===== src/hw/rtl/ssep_pkg.sv =====
// ssep_pkg: shared types and constants of the sound sequence event parser
// used by every module under hw/rtl; no dependencies of its own

package ssep_pkg;

    // default width of the delay accumulator
    localparam int DELAY_WIDTH_DEF = 28;
    localparam int DELAY_INIT      = 96;

    // result kinds, carried on m_tuser
    localparam logic [1:0] KIND_CHANNEL = 2'd0;
    localparam logic [1:0] KIND_TEMPO   = 2'd1;
    localparam logic [1:0] KIND_END     = 2'd2;

    // command high nibbles
    localparam logic [3:0] NIB_NOTE_OFF = 4'h8;
    localparam logic [3:0] NIB_NOTE_ON  = 4'h9;
    localparam logic [3:0] NIB_POLY     = 4'hA;
    localparam logic [3:0] NIB_CTRL     = 4'hB;
    localparam logic [3:0] NIB_PROG     = 4'hC;
    localparam logic [3:0] NIB_CHAN     = 4'hD;
    localparam logic [3:0] NIB_BEND     = 4'hE;
    localparam logic [3:0] NIB_SYS      = 4'hF;

    // system commands and fixed byte values
    localparam logic [7:0] CMD_SKIP_A   = 8'hF1;
    localparam logic [7:0] CMD_TEMPO    = 8'hF2;
    localparam logic [7:0] CMD_SKIP_B   = 8'hF3;
    localparam logic [7:0] DELTA_EXT    = 8'hF8;
    localparam logic [7:0] CMD_END      = 8'hFF;
    localparam logic [7:0] NOTE_OFF_VEL = 8'h40;
    localparam logic [7:0] MOD_CTRL     = 8'h01;
    localparam logic [7:0] META_STATUS  = 8'hFF;
    localparam logic [7:0] META_TEMPO   = 8'h51;
    localparam logic [7:0] TEMPO_LEN    = 8'h03;
    localparam logic [7:0] META_END     = 8'h2F;

    // tempo division: 60000000 / t, one quotient bit per step
    localparam int          DIV_STEPS      = 26;
    localparam logic [25:0] TEMPO_DIVIDEND = 26'd60000000;
    localparam logic [23:0] TEMPO_SAT      = 24'hFFFFFF;

    // what one accepted item asks the sequencer to emit
    typedef struct packed {
        logic       has_event;
        logic       has_end;
        logic       bad;
        logic [1:0] kind;
        logic [7:0] status;
        logic [7:0] d1;
        logic [7:0] d2;
        logic       is_tempo;
        logic [7:0] tempo_byte;
    } plan_t;

endpackage


===== src/hw/rtl/ssep_divider.sv =====
// ssep_divider: restoring divider for the tempo command, 60000000 / t
// one quotient bit per cycle; depends on ssep_pkg

module ssep_divider (
    input  logic        aclk,
    input  logic        aresetn,
    input  logic        start,
    input  logic [7:0]  divisor,
    output logic        done,
    output logic [23:0] quotient
);
    import ssep_pkg::*;

    localparam int CW = $clog2(DIV_STEPS);
    localparam logic [CW-1:0] LAST_STEP = CW'(DIV_STEPS - 1);

    logic                 busy_reg, busy_next;
    logic                 done_reg, done_next;
    logic [CW-1:0]        count_reg, count_next;
    logic [7:0]           rem_reg, rem_next;
    logic [DIV_STEPS-1:0] quo_reg, quo_next;
    logic [7:0]           div_reg, div_next;
    logic [8:0]           trial;
    logic [8:0]           diff;
    logic                 fits;

    // one shift, compare and subtract step
    always_comb begin
        trial = {rem_reg, quo_reg[DIV_STEPS-1]};
        diff  = trial - {1'b0, div_reg};
        fits  = (trial >= {1'b0, div_reg});
    end

    always_comb begin
        busy_next  = busy_reg;
        done_next  = 1'b0;
        count_next = count_reg;
        rem_next   = rem_reg;
        quo_next   = quo_reg;
        div_next   = div_reg;
        if (start) begin
            busy_next  = 1'b1;
            count_next = '0;
            rem_next   = '0;
            quo_next   = TEMPO_DIVIDEND;
            div_next   = divisor;
        end else if (busy_reg) begin
            rem_next   = fits ? diff[7:0] : trial[7:0];
            quo_next   = {quo_reg[DIV_STEPS-2:0], fits};
            count_next = count_reg + 1'b1;
            if (count_reg == LAST_STEP) begin
                busy_next = 1'b0;
                done_next = 1'b1;
            end
        end
    end

    always_ff @(posedge aclk) begin
        if (!aresetn) begin
            busy_reg  <= 1'b0;
            done_reg  <= 1'b0;
            count_reg <= '0;
        end else begin
            busy_reg  <= busy_next;
            done_reg  <= done_next;
            count_reg <= count_next;
        end
        rem_reg <= rem_next;
        quo_reg <= quo_next;
        div_reg <= div_next;
    end

    assign done     = done_reg;
    assign quotient = quo_reg[23:0];

endmodule


===== src/hw/rtl/ssep_parser.sv =====
// ssep_parser: byte-level parse state, delta accumulation and command decode
// depends on ssep_pkg; produces the plan for each accepted item

module ssep_parser #(
    parameter int DELAY_WIDTH = ssep_pkg::DELAY_WIDTH_DEF
) (
    input  logic                   aclk,
    input  logic                   aresetn,
    input  logic                   accept,
    input  logic [7:0]             in_byte,
    input  logic                   in_last,
    output ssep_pkg::plan_t        plan,
    output logic [DELAY_WIDTH-1:0] ev_delay,
    output logic [DELAY_WIDTH-1:0] end_delay
);
    import ssep_pkg::*;

    localparam logic [2:0] PH_HEADER = 3'd0;
    localparam logic [2:0] PH_DELTA  = 3'd1;
    localparam logic [2:0] PH_CMD    = 3'd2;
    localparam logic [2:0] PH_ONE    = 3'd3;
    localparam logic [2:0] PH_PAIR_A = 3'd4;
    localparam logic [2:0] PH_PAIR_B = 3'd5;
    localparam logic [2:0] PH_SKIP_2 = 3'd6;
    localparam logic [2:0] PH_SKIP_1 = 3'd7;

    localparam logic [DELAY_WIDTH-1:0] DELAY_MAX   = '1;
    localparam logic [DELAY_WIDTH-1:0] DELAY_RESET = DELAY_WIDTH'(DELAY_INIT);

    logic [2:0]             phase_reg, phase_next;
    logic [DELAY_WIDTH-1:0] pending_reg, pending_next;
    logic [7:0]             cmd_reg, cmd_next;
    logic [7:0]             data_reg, data_next;
    logic                   ended_reg, ended_next;

    logic                   add_en;
    logic                   end_req;
    logic                   bad_req;
    logic [DELAY_WIDTH:0]   sum;
    logic [DELAY_WIDTH-1:0] acc;
    plan_t                  pl;

    // saturating delta add
    always_comb begin
        sum = {1'b0, pending_reg} + (DELAY_WIDTH + 1)'(in_byte);
    end

    // decode of the current byte against the parse phase
    always_comb begin
        phase_next = phase_reg;
        cmd_next   = cmd_reg;
        data_next  = data_reg;
        add_en     = 1'b0;
        end_req    = 1'b0;
        bad_req    = 1'b0;
        pl         = '0;

        case (phase_reg)
            PH_HEADER: phase_next = PH_DELTA;
            PH_DELTA: begin
                add_en     = 1'b1;
                phase_next = (in_byte == DELTA_EXT) ? PH_DELTA : PH_CMD;
            end
            PH_CMD: begin
                cmd_next = in_byte;
                case (in_byte[7:4])
                    NIB_NOTE_OFF, NIB_POLY, NIB_PROG, NIB_CHAN, NIB_BEND:
                        phase_next = PH_ONE;
                    NIB_NOTE_ON, NIB_CTRL:
                        phase_next = PH_PAIR_A;
                    NIB_SYS: begin
                        if (in_byte == CMD_SKIP_A || in_byte == CMD_SKIP_B) begin
                            phase_next = PH_SKIP_2;
                        end else if (in_byte == CMD_TEMPO) begin
                            phase_next = PH_ONE;
                        end else if (in_byte == DELTA_EXT) begin
                            add_en     = 1'b1;
                            phase_next = PH_DELTA;
                        end else if (in_byte == CMD_END) begin
                            end_req = 1'b1;
                        end else begin
                            end_req = 1'b1;
                            bad_req = 1'b1;
                        end
                    end
                    default: begin
                        end_req = 1'b1;
                        bad_req = 1'b1;
                    end
                endcase
            end
            PH_ONE: begin
                phase_next   = PH_DELTA;
                pl.has_event = 1'b1;
                pl.kind      = KIND_CHANNEL;
                pl.status    = cmd_reg;
                case (cmd_reg[7:4])
                    NIB_NOTE_OFF: begin
                        pl.d1 = in_byte;
                        pl.d2 = NOTE_OFF_VEL;
                    end
                    NIB_POLY: begin
                        pl.status = {NIB_CTRL, cmd_reg[3:0]};
                        pl.d1     = MOD_CTRL;
                        pl.d2     = in_byte;
                    end
                    NIB_BEND: pl.d2 = in_byte;
                    NIB_PROG, NIB_CHAN: pl.d1 = in_byte;
                    NIB_SYS: begin
                        pl.kind       = KIND_TEMPO;
                        pl.status     = META_STATUS;
                        pl.d1         = META_TEMPO;
                        pl.d2         = TEMPO_LEN;
                        pl.is_tempo   = 1'b1;
                        pl.tempo_byte = in_byte;
                    end
                    default: pl.has_event = 1'b0;
                endcase
            end
            PH_PAIR_A: begin
                data_next  = in_byte;
                phase_next = PH_PAIR_B;
            end
            PH_PAIR_B: begin
                phase_next   = PH_DELTA;
                pl.has_event = 1'b1;
                pl.kind      = KIND_CHANNEL;
                pl.status    = cmd_reg;
                pl.d1        = data_reg;
                pl.d2        = in_byte;
            end
            PH_SKIP_2: phase_next = PH_SKIP_1;
            default:   phase_next = PH_DELTA;
        endcase

        pl.has_end = end_req | in_last;
        pl.bad     = bad_req;

        // a finished track produces nothing more
        if (ended_reg) begin
            pl = '0;
        end
    end

    // delay bookkeeping
    always_comb begin
        if (add_en) begin
            acc = sum[DELAY_WIDTH] ? DELAY_MAX : sum[DELAY_WIDTH-1:0];
        end else begin
            acc = pending_reg;
        end
        ev_delay     = pending_reg;
        end_delay    = pl.has_event ? '0 : acc;
        pending_next = (pl.has_event || pl.has_end) ? '0 : acc;
        ended_next   = ended_reg | pl.has_end;
    end

    always_ff @(posedge aclk) begin
        if (!aresetn) begin
            phase_reg   <= PH_HEADER;
            pending_reg <= DELAY_RESET;
            cmd_reg     <= '0;
            data_reg    <= '0;
            ended_reg   <= 1'b0;
        end else if (accept && !ended_reg) begin
            phase_reg   <= phase_next;
            pending_reg <= pending_next;
            cmd_reg     <= cmd_next;
            data_reg    <= data_next;
            ended_reg   <= ended_next;
        end
    end

    assign plan = pl;

endmodule


===== src/hw/rtl/sound_sequence_event_parser_core.sv =====
// sound_sequence_event_parser_core: top level, sequencer and output register
// instantiates ssep_parser and ssep_divider; depends on ssep_pkg
//
//  channel | ports           | tdata fields (lsb first)                      | side
//  --------+-----------------+-----------------------------------------------+-----
//  input   | s_tvalid/tready | stream_byte; tlast = stream_last              | in
//  result  | m_tvalid/tready | event_delay, status_byte, first_data,         | out
//          |                 | second_data, tempo_usec, bad_command;         |
//          |                 | tuser = event_kind, tlast = last_result       |
//
// one item is taken, then its results go out one per cycle through the output register
// while m_tready is high; an item with no results leaves the sequencer idle, and a tempo
// data byte other than zero first runs the bit-serial divider
// s_tready is low while results are pending or the output register is full
// reset is synchronous; the first byte after reset is taken as the header

module sound_sequence_event_parser_core #(
    parameter int DELAY_WIDTH = ssep_pkg::DELAY_WIDTH_DEF
) (
    input  logic                                   aclk,
    input  logic                                   aresetn,
    input  logic                                   s_tvalid,
    output logic                                   s_tready,
    input  logic [7:0]                             s_tdata,  // stream_byte
    input  logic                                   s_tlast,  // stream_last
    output logic                                   m_tvalid,
    input  logic                                   m_tready,
    // event_delay, status_byte, first_data, second_data, tempo_usec, bad_command
    output logic [((DELAY_WIDTH+49+7)/8)*8-1:0]    m_tdata,
    output logic [1:0]                             m_tuser,  // event_kind
    output logic                                   m_tlast   // last_result
);
    import ssep_pkg::*;

    localparam int PAY_W   = DELAY_WIDTH + 49;
    localparam int TDATA_W = ((DELAY_WIDTH + 49 + 7) / 8) * 8;

    localparam logic [1:0] ST_IDLE  = 2'd0;
    localparam logic [1:0] ST_DIV   = 2'd1;
    localparam logic [1:0] ST_EVENT = 2'd2;
    localparam logic [1:0] ST_END   = 2'd3;

    logic                   accept;
    plan_t                  plan;
    logic [DELAY_WIDTH-1:0] ev_delay;
    logic [DELAY_WIDTH-1:0] end_delay;
    logic                   div_start;
    logic                   div_done;
    logic [23:0]            div_quo;

    logic [1:0]             state_reg, state_next;
    plan_t                  plan_reg;
    logic [DELAY_WIDTH-1:0] ev_delay_reg;
    logic [DELAY_WIDTH-1:0] end_delay_reg;
    logic [23:0]            tempo_reg, tempo_next;

    logic                   out_valid_reg, out_valid_next;
    logic [PAY_W-1:0]       out_data_reg, out_data_next;
    logic [1:0]             out_kind_reg, out_kind_next;
    logic                   out_last_reg, out_last_next;
    logic                   out_free;

    assign out_free = !out_valid_reg || m_tready;
    assign s_tready = (state_reg == ST_IDLE) && !out_valid_reg;
    assign accept   = s_tvalid && s_tready;

    ssep_parser #(
        .DELAY_WIDTH(DELAY_WIDTH)
    ) u_parser (
        .aclk      (aclk),
        .aresetn   (aresetn),
        .accept    (accept),
        .in_byte   (s_tdata),
        .in_last   (s_tlast),
        .plan      (plan),
        .ev_delay  (ev_delay),
        .end_delay (end_delay)
    );

    // divider runs only for a nonzero tempo byte
    assign div_start = accept && plan.has_event && plan.is_tempo && (plan.tempo_byte != 8'd0);

    ssep_divider u_divider (
        .aclk     (aclk),
        .aresetn  (aresetn),
        .start    (div_start),
        .divisor  (plan.tempo_byte),
        .done     (div_done),
        .quotient (div_quo)
    );

    // result sequencer
    always_comb begin
        state_next     = state_reg;
        tempo_next     = tempo_reg;
        out_valid_next = out_valid_reg && !m_tready;
        out_data_next  = out_data_reg;
        out_kind_next  = out_kind_reg;
        out_last_next  = out_last_reg;

        case (state_reg)
            ST_IDLE: begin
                if (accept) begin
                    tempo_next = plan.is_tempo ? TEMPO_SAT : 24'd0;
                    if (div_start) begin
                        state_next = ST_DIV;
                    end else if (plan.has_event) begin
                        state_next = ST_EVENT;
                    end else if (plan.has_end) begin
                        state_next = ST_END;
                    end
                end
            end
            ST_DIV: begin
                if (div_done) begin
                    tempo_next = div_quo;
                    state_next = ST_EVENT;
                end
            end
            ST_EVENT: begin
                if (out_free) begin
                    out_valid_next = 1'b1;
                    out_kind_next  = plan_reg.kind;
                    out_last_next  = !plan_reg.has_end;
                    out_data_next  = {1'b0, tempo_reg, plan_reg.d2, plan_reg.d1,
                                      plan_reg.status, ev_delay_reg};
                    state_next     = plan_reg.has_end ? ST_END : ST_IDLE;
                end
            end
            ST_END: begin
                if (out_free) begin
                    out_valid_next = 1'b1;
                    out_kind_next  = KIND_END;
                    out_last_next  = 1'b1;
                    out_data_next  = {plan_reg.bad, 24'd0, 8'd0, META_END,
                                      META_STATUS, end_delay_reg};
                    state_next     = ST_IDLE;
                end
            end
            default: state_next = ST_IDLE;
        endcase
    end

    always_ff @(posedge aclk) begin
        if (!aresetn) begin
            state_reg     <= ST_IDLE;
            out_valid_reg <= 1'b0;
        end else begin
            state_reg     <= state_next;
            out_valid_reg <= out_valid_next;
        end
        if (accept) begin
            plan_reg      <= plan;
            ev_delay_reg  <= ev_delay;
            end_delay_reg <= end_delay;
        end
        tempo_reg    <= tempo_next;
        out_data_reg <= out_data_next;
        out_kind_reg <= out_kind_next;
        out_last_reg <= out_last_next;
    end

    assign m_tvalid = out_valid_reg;
    assign m_tdata  = TDATA_W'(out_data_reg);
    assign m_tuser  = out_kind_reg;
    assign m_tlast  = out_last_reg;

endmodule


===== config.mk =====
export PLATFORM = sky130hd
export DESIGN_NAME = sound_sequence_event_parser_core
export DESIGN_NICKNAME = d
export VERILOG_FILES = /design/src/hw/rtl/ssep_pkg.sv /design/src/hw/rtl/ssep_divider.sv /design/src/hw/rtl/ssep_parser.sv /design/src/hw/rtl/sound_sequence_event_parser_core.sv
export SDC_FILE = /design/constraint.sdc
export NUM_CORES = 1
export LEC_CHECK = 0
export ABC_AREA = 1
export ABC_CLOCK_PERIOD_IN_PS = 8100
export BUFFER_PORTS_ARGS = -buffer_cell sky130_fd_sc_hd__buf_2
export CAP_MARGIN = 30
export CORE_AREA = 2 2 150 152
export CTS_CLUSTER_DIAMETER = 40
export CTS_CLUSTER_SIZE = 25
export DETAILED_ROUTE_END_ITERATION = 16
export DIE_AREA = 0 0 152 154
export PLACE_DENSITY_LB_ADDON = 0.2
export SLEW_MARGIN = 20
export SYNTH_ARGS = -nofsm -noshare
export SYNTH_HDL_FRONTEND = slang
export SYNTH_SLANG_ARGS = --single-unit

===== constraint.sdc =====
create_clock -name aclk -period 8.1 [get_ports aclk]
set_input_delay 1.215 -clock aclk [delete_from_list [all_inputs] [get_ports aclk]]
set_output_delay 1.215 -clock aclk [all_outputs]
set_load 0.01 [all_outputs]

# After elaboration in Yosys (flattened, before gate mapping)
# Index checks and enable logic that the tools add are counted.
# word_totals
in_bits	13
out_inout_bits	85
reg_bits	288
elab_cells	168
# classes
eq_ne	36
order_cmp	1
bitwise_logic	5
add_sub_neg	3
reduce_logical	34
muxes	64
# ops
cell	n
77-bit 2-to-1 mux	2
77-bit one-hot mux with 2 select lines	1
28-bit 2-to-1 mux	3
24-bit 2-to-1 mux	3
4-bit == test (second input constant)	14
25-bit one-hot mux with 2 select lines	1
24-bit one-hot mux with 2 select lines	1
8-bit one-hot mux with 3 select lines	2
8-bit == test (second input constant)	5
38-bit 2-to-1 mux	1
28-bit by 8-bit adder with 29-bit output	1
1-bit 2-to-1 mux	23
2-bit 2-to-1 mux	11
9-bit 2-to-1 mux	2
8-bit one-hot mux with 2 select lines	1
3-bit one-hot mux with 4 select lines	1
1-bit one-hot mux with 2 select lines	5
2-bit OR reduction	5
3-bit == test (second input constant)	3
9-bit by 8-bit greater-or-equal comparator with 1-bit output	1
3-bit 2-to-1 mux	3
3-bit one-hot mux with 3 select lines	1
3-bit AND reduction	3
8-bit 2-to-1 mux	1
28 further kinds	49

# Longest topological paths before layout
# Gate-level depths: netlist of the first run.
# depth
depth_word	14
mapped_depth	14
mapped_depth_nobuf	14

# Cells and area by module
# Synthesis of the first run repeated with hierarchy kept, for this count alone.
# hier_totals
hier_cells	1444
area_unflattened_um2	13371.6
# modules_own_cells
module	instances	seq_area_each_um2	area_each_um2	cells_each
sound_sequence_event_parser_core	1	5705.5	7014.2	491
ssep_parser	1	960.9	3791.1	642
ssep_divider	1	1061.0	2566.2	311

# Worst setup path before layout of the first run
# OpenSTA, ideal clock, no wires.
# synth_timing
kind	in2reg
startpoint	input s_tvalid
endpoint	register u_divider.div_reg[0] (enable)
path_buffers	1
required_ns	7.791
setup_ns	0.309
t_arrival_ns	5.897
cell_stages	7
slack_ns	1.895
path_cell_list	inv_1 > nor3_2 > nand2_2 > nor2_1 > nand2_2 > inv_2 > buf_4
# synth_via
elab_chain_len	4
# synth_lines
element	line_no	text
from (decl)	sound_sequence_event_parser_core.sv:22	input logic s_tvalid,
1-bit logical AND	sound_sequence_event_parser_core.sv:65	assign accept = s_tvalid && s_tready;
via accept	sound_sequence_event_parser_core.sv:43	logic accept;
1-bit logical AND (3 in a row)	sound_sequence_event_parser_core.sv:81	assign div_start = accept && plan.has_event && plan.is_tempo && (plan.tempo_byte != 8'd0);
via div_start	sound_sequence_event_parser_core.sv:47	logic div_start;
to (signal assigned)	ssep_divider.sv:70	div_reg <= div_next;
to (decl)	ssep_divider.sv:22	logic [7:0] div_reg, div_next;
# The timed path passes the listed nets, and every way through them passes these cells.
# A chain may end at the register's enable or synchronous reset.

# Worst setup path in the final report of the first run
# layout_timing
startpoint	input s_tvalid
endpoint	register u_divider.div_reg[4] (enable)
# layout_via
elab_chain_len	4
# layout_lines
element	line_no
1-bit logical AND	sound_sequence_event_parser_core.sv:65
via accept	sound_sequence_event_parser_core.sv:43
1-bit logical AND (3 in a row)	sound_sequence_event_parser_core.sv:81
# The timed path passes the listed nets, and every way through them passes these cells.

==> results of run 1 <==
-- final cells by class --
| type | count | area share |
|---|---|---|
| flip-flops and latches | 287 | 0.521 |
| multi-input cells | 872 | 0.292 |
| clock buffers | 41 | 0.0628 |
| inverters | 177 | 0.0450 |
| repair buffers | 102 | 0.0368 |
| well taps | 280 | 0.0237 |
| clock inverters | 21 | 0.0187 |
-- through the flow --
step | utilization | hold slack [ns] | cells | power, mW
global placement | 0.625 | 0.455 | 1717 | 3.26
floorplan | - | 0.444 | 1389 | 2.98
detailed placement | 0.625 | 0.470 | 1717 | 3.30
CTS | 0.680 | 0.479 | 1779 | 4.89
global route | 0.681 | 0.504 | 1780 | 5.12
finish | 0.681 | 0.476 | 1780 | 4.86
-- critical path: cells and delay by family --
family,cells,cell delay (ns)
buffers and inverters,4,1.07
and+or+nand+nor,4,1.35
-- report_power, final --
group	internal, mW	switching (mW)
Combinational	0.316	0.747
Clock	0.944	0.639
Sequential	2.09	0.124
-- worst max-delay path by stage --
stage | slack (ns) | endpoint | cells after the start | start
2_1_floorplan | 1.89 | u_divider.div_reg[0]$_DFFE_PP_ | 7 | s_tvalid
3_3_place_gp | 4.12 | u_divider.div_reg[4]$_DFFE_PP_ | 8 | s_tvalid
3_5_place_dp | 4.02 | u_divider.div_reg[7]$_DFFE_PP_ | 8 | s_tvalid
4_1_cts | 4.55 | u_divider.div_reg[1]$_DFFE_PP_ | 8 | s_tvalid
5_1_grt | 4.36 | u_divider.div_reg[1]$_DFFE_PP_ | 8 | s_tvalid
6_report | 4.58 | u_divider.div_reg[4]$_DFFE_PP_ | 8 | s_tvalid
-- cells by family after synthesis --
| family | share of synthesized area |
|---|---|
| AOI/OAI and AO/OA | 0.0845 |
| xor gates and xnor gates | 0.00746 |
| adders and majority gates | 0.0205 |
| buffers and inverters | 0.0718 |
| DFF | 0.596 |
| other | 0.000290 |
| and+or+nand+nor | 0.220 |
-- per-layer routing --
metal,global-route usage,vias up
met2,0.383,288
li1,-,4758
met5,0,-
met3,0.0395,59
met4,0.0797,0
met1,0.324,4374
-- cell usage in the layout, fill, tap and decap left out, drive strengths merged, types with 41 or more instances in the layout --
cell type / count
nand2: 347
edfxtp: 195
inv: 182
nor2: 157
buf: 102
dfxtp: 92
a21oi: 80
nand3: 73
o21ai: 69
clkbuf: 41
==> impl_metrics.toml, run 1 <==
[floorplan]
core_region_area_um2 = 21700
die_area_um2 = 23400
die_w_um = 152
rows = 54
io_pins = 98
start_util = 0.596
fp.dieH_um = 154

[global_route]
antenna_found_initial = 0
overflow = 0
first_global_vias = 9086
grt_use_total = 0.235
grt_max_degree = 54
grt_first_pass_wirelength_um = 45200

[layout]
areaGrowthSynthToFinish_pct = 14.4
nets = 1507
layout-drive-gt1-share = 0.149
antenna_cells = 0
largest_reg_flops = 77
fillerInstances = 1650
multi_input_area_um2 = 4310
seq_area_um2 = 7700
final_area_um2 = 14800

[power]
power.leakage_nw = 6.31
irDropWorstVdd_uv = 227
powerDensity_nw_per_um2 = 329

[route]
highest_layer = "met4"
firstDrtPassIters = 5
detail-route-antenna-nets = 0
vias_per_cell = 5.33
drt_iter0_markers = 697
wire_per_inst_um = 15.3
wl_met3_um = 1540
routed-wl-met2_um = 12700
vias = 9479
drc = 0
wl_um = 27200
m1WireLength_um = 12200

[worst_setup_path]
cp.arrival_ns = 3.67
endpoint_kind = "register"
slowest_stage = "nand2_2"
cpMostUsedCell = "nand2_2"
path_class = "input port to register"
startpoint_type = "input port"
r2r-end = "u_divider.div_reg[4]$_DFFE_PP_"
crit_required_ns = 8.25
reg2reg_from = "state_reg[1]$_SDFFE_PN0P_"
cpPeakStageDelay_ns = 0.57
path_cells = "buf_2 -> inv_1 -> nor3_4 -> buf_4 -> nand2_2 -> nor2_1 -> nand2_2 -> inv_2"
crit_path_max_fanout = 37
rr_worst_depth = 8
ff2ff_setup_slack_ns = 4.77

[cts]
numCtsBuffers = 34
path_clk_slew_ns = 0.06
cts_setup_buffers = 0
htree_num_levels = 2
cts-hold-fix-buffers = 0
clkLatencyLatePin_ns = 0.53
cts_tree = "yes"
cts_resized = 0
cts_max_path_buffers = 3
clock_sinks = 287
cts-root-buf = "clkbuf_16"

[timing]
maxSlewHeadroom = 0.386
report.final.hold_viol_count = 0
setup_viol_count_final = 0
drv_slew = 0
fin_crit_ns = 3.52
worst_slew_pin_slew_ns = 0.920
finClkSkew_ns = 0.0267
rsz0062_at_grt = "false"
worst_slack_ns = 4.58
tns_ns = 0
fin_crit_sh = 0.435
fmax_mhz = 284

[place]
place_congestion = 0.939
portBuffers = 94
post-place-ws_ns = 4.02
placed_cell_area_um2 = 13500
dp_hpwl_um = 18100

[synth]
synth.avg_cell_area_um2 = 9.31
synth-edff-count = 195
syn_area_um2 = 12900
synth_seq_cells = 287
netlist.area_leader.share = 0.453
synthTopCellsByArea = "edfxtp_1 (45%), dfxtp_1 (14%), nand2_1 (9.6%)"
yosys_warnings = 0
synth_cell_types = 48
synth_top_cell_by_area = "edfxtp_1"
synthArstFlopShare = 0
synth.most_common_cell = "nand2_1"
yosysSeqAreaShare = 0.596
syn_inst = 1387
synthTopCellsByCount = "nand2_1 (332), edfxtp_1 (195), inv_1 (168), nor2_1 (146), dfxtp_1 (92)"
synth_flop_cell = "edfxtp_1"

[run_status]
status = "finished, final reports clean"

[min_path]
hold_depth = 2
hold_class = "register to register"
min_to = "u_divider.quo_reg[1]$_SDFFE_PP0P_"
min_from = "u_divider.quo_reg[0]$_SDFFE_PP0P_"

[run]
cap_violations = 0
Note: power is estimated with default switching activity, not from simulation.
==> run 2, diff against run 1 <==
--- a/config.mk
+++ b/config.mk
@@ -6,7 +6,7 @@
 export NUM_CORES = 1
 export LEC_CHECK = 0
 export ABC_AREA = 1
-export ABC_CLOCK_PERIOD_IN_PS = 8100
+export ABC_CLOCK_PERIOD_IN_PS = 3650
 export BUFFER_PORTS_ARGS = -buffer_cell sky130_fd_sc_hd__buf_2
 export CAP_MARGIN = 30
 export CORE_AREA = 2 2 150 152
==> constraint.sdc (replaced) <==
create_clock -name aclk -period 3.65 [get_ports aclk]
set_input_delay 0.5475 -clock aclk [delete_from_list [all_inputs] [get_ports aclk]]
set_output_delay 0.5475 -clock aclk [all_outputs]
set_load 0.01 [all_outputs]
==> impl_metrics.toml, run 2 (same netlist as run 1, synthesis figures left out) <==
[run_status]
status = "finished, final reports clean"

[floorplan]
rows = 54
die_w_um = 152
die_area_um2 = 23400
core_region_area_um2 = 21700
fp.dieH_um = 154
io_pins = 98
start_util = 0.596

[cts]
cts_tree = "yes"
clkLatencyLatePin_ns = 0.55
clock_sinks = 287
cts-root-buf = "clkbuf_16"
path_clk_slew_ns = 0.06
cts-hold-fix-buffers = 0
htree_num_levels = 1
numCtsBuffers = 31
cts_setup_buffers = 0
cts_resized = 0
cts_max_path_buffers = 3

[route]
detail-route-antenna-nets = 0
drc = 0
wl_um = 27900
vias = 9472
firstDrtPassIters = 5
drt_iter0_markers = 680
vias_per_cell = 5.32
wire_per_inst_um = 15.7

[timing]
fin_crit_ns = 2.74
worst_slew_pin_slew_ns = 0.945
fin_crit_sh = 0.752
drv_slew = 0
rsz0062_at_grt = "false"
fmax_mhz = 364
setup_viol_count_final = 0
hold-worst-slack_ns = 0.331
maxSlewHeadroom = 0.369
report.final.hold_viol_count = 0
tns_ns = 0
finClkSkew_ns = 0.0127

[global_route]
grt_use_total = 0.239
grt_max_degree = 58
first_global_vias = 9042
overflow = 0
grt_first_pass_wirelength_um = 45900
antenna_found_initial = 0

[power]
p_sw_frac = 0.310
power_frac_clock = 0.305
power.leakage_nw = 6.30
irDropWorstVdd_uv = 464
p_int_mw = 7.30
powerDensity_nw_per_um2 = 718
switching_power_mw = 3.28
p_comb_frac = 0.229
p_seq_frac = 0.466
total_power_mw = 10.6

[worst_setup_path]
startpoint_type = "register"
reg2reg_from = "u_parser.phase_reg[1]$_SDFFE_PN0P_"
r2r-end = "u_divider.div_reg[2]$_DFFE_PP_"
ff2ff_setup_slack_ns = 0.91
path_class = "register to register"
critical_path.endpoint = "u_divider.div_reg[2]$_DFFE_PP_"
endpoint_kind = "register"
critPathLaunch = "u_parser.phase_reg[1]$_SDFFE_PN0P_"
rr_worst_depth = 8
crit_path_max_fanout = 29
cp.arrival_ns = 2.92
crit_required_ns = 3.83

[layout]
layout-drive-gt1-share = 0.152
final_cell_mix = "nand2_1 (331), edfxtp_1 (195), inv_1 (167)"
final_common_cell = "nand2_1"
largest_reg_flops = 77
final_area_um2 = 14700
areaGrowthSynthToFinish_pct = 14.2
nets = 1511
fillerInstances = 1701
antenna_cells = 0

[place]
placed_cell_area_um2 = 13600
portBuffers = 94
place_congestion = 0.921
dp_hpwl_um = 18600

[min_path]
hold_depth = 4
hold_class = "input port to register"

[run]
cap_violations = 0
[run 2: changes by cell type in the layout (fill, tap and decap cells not counted), moves of 2 or more]
cell / delta
clkbuf_1: -2
clkinv_1: +2
buf_4: +6
clkinv_8: -2
clkbuf_16: -4
[run 2: critical path: stages, from the launching register on]
cell and delay [ns]:
dfxtp_1 0.40, nand2_1 0.09, nor2_2 0.47, nand3_2 0.25, nor2_1 0.20, nor2_1 0.06, nand2_1 0.10, nand2_2 0.25
inv_2 0.54
[run 2: cell type report]
type | instances | area [um2] | area share
Tap cell | 280 | 350 | 0.0238
Sequential cell | 287 | 7700 | 0.522
Clock buffer | 34 | 807 | 0.0547
Multi-Input combinational cell | 872 | 4320 | 0.293
Timing Repair Buffer | 109 | 616 | 0.0417
Inverter | 177 | 672 | 0.0456
Clock inverter | 23 | 280 | 0.0190
[run 2: per-stage QoR]
step | util | setup WS, ns | cells
floorplan | - | -0.242 | 1389
detailed placement | 0.629 | 0.656 | 1724
finish | 0.680 | 0.906 | 1782
CTS | 0.679 | 0.930 | 1781
global route | 0.680 | 0.679 | 1782
global placement | 0.628 | 0.720 | 1723
[run 2: how the worst min path moves through the flow]
stage / from / to / slack, ns
2_1_floorplan: u_divider.rem_reg[7]$_SDFFE_PP0P_ / u_divider.rem_reg[7]$_SDFFE_PP0P_ / 0.45
3_3_place_gp: u_divider.rem_reg[7]$_SDFFE_PP0P_ / u_divider.rem_reg[7]$_SDFFE_PP0P_ / 0.46
3_5_place_dp: u_divider.quo_reg[0]$_SDFFE_PP0P_ / u_divider.quo_reg[1]$_SDFFE_PP0P_ / 0.46
4_1_cts: m_tready / m_tvalid$_SDFF_PN0_ / 0.31
5_1_grt: m_tready / m_tvalid$_SDFF_PN0_ / 0.31
6_report: m_tready / m_tvalid$_SDFF_PN0_ / 0.33
[run 2: power by group through the flow]
stage / Combinational [mW] / Sequential [mW] / Clock, mW
after floorplan: 1.51 / 5.10 / 0
after detailed placement: 2.42 / 5.00 / 0
final: 2.42 / 4.93 / 3.23
after CTS: 2.43 / 4.93 / 3.28
after global routing: 2.73 / 5.01 / 3.42
after global placement: 2.33 / 4.98 / 0
[run 2: per-layer routing]
metal,GRT usage,up-vias,routed length (um),share of wire
met5,0,-,0,0
met4,0.0570,0,536,0.019
met3,0.0397,40,1680,0.060
met2,0.394,284,12900,0.46
met1,0.334,4379,12800,0.46
li1,-,4769,-,-
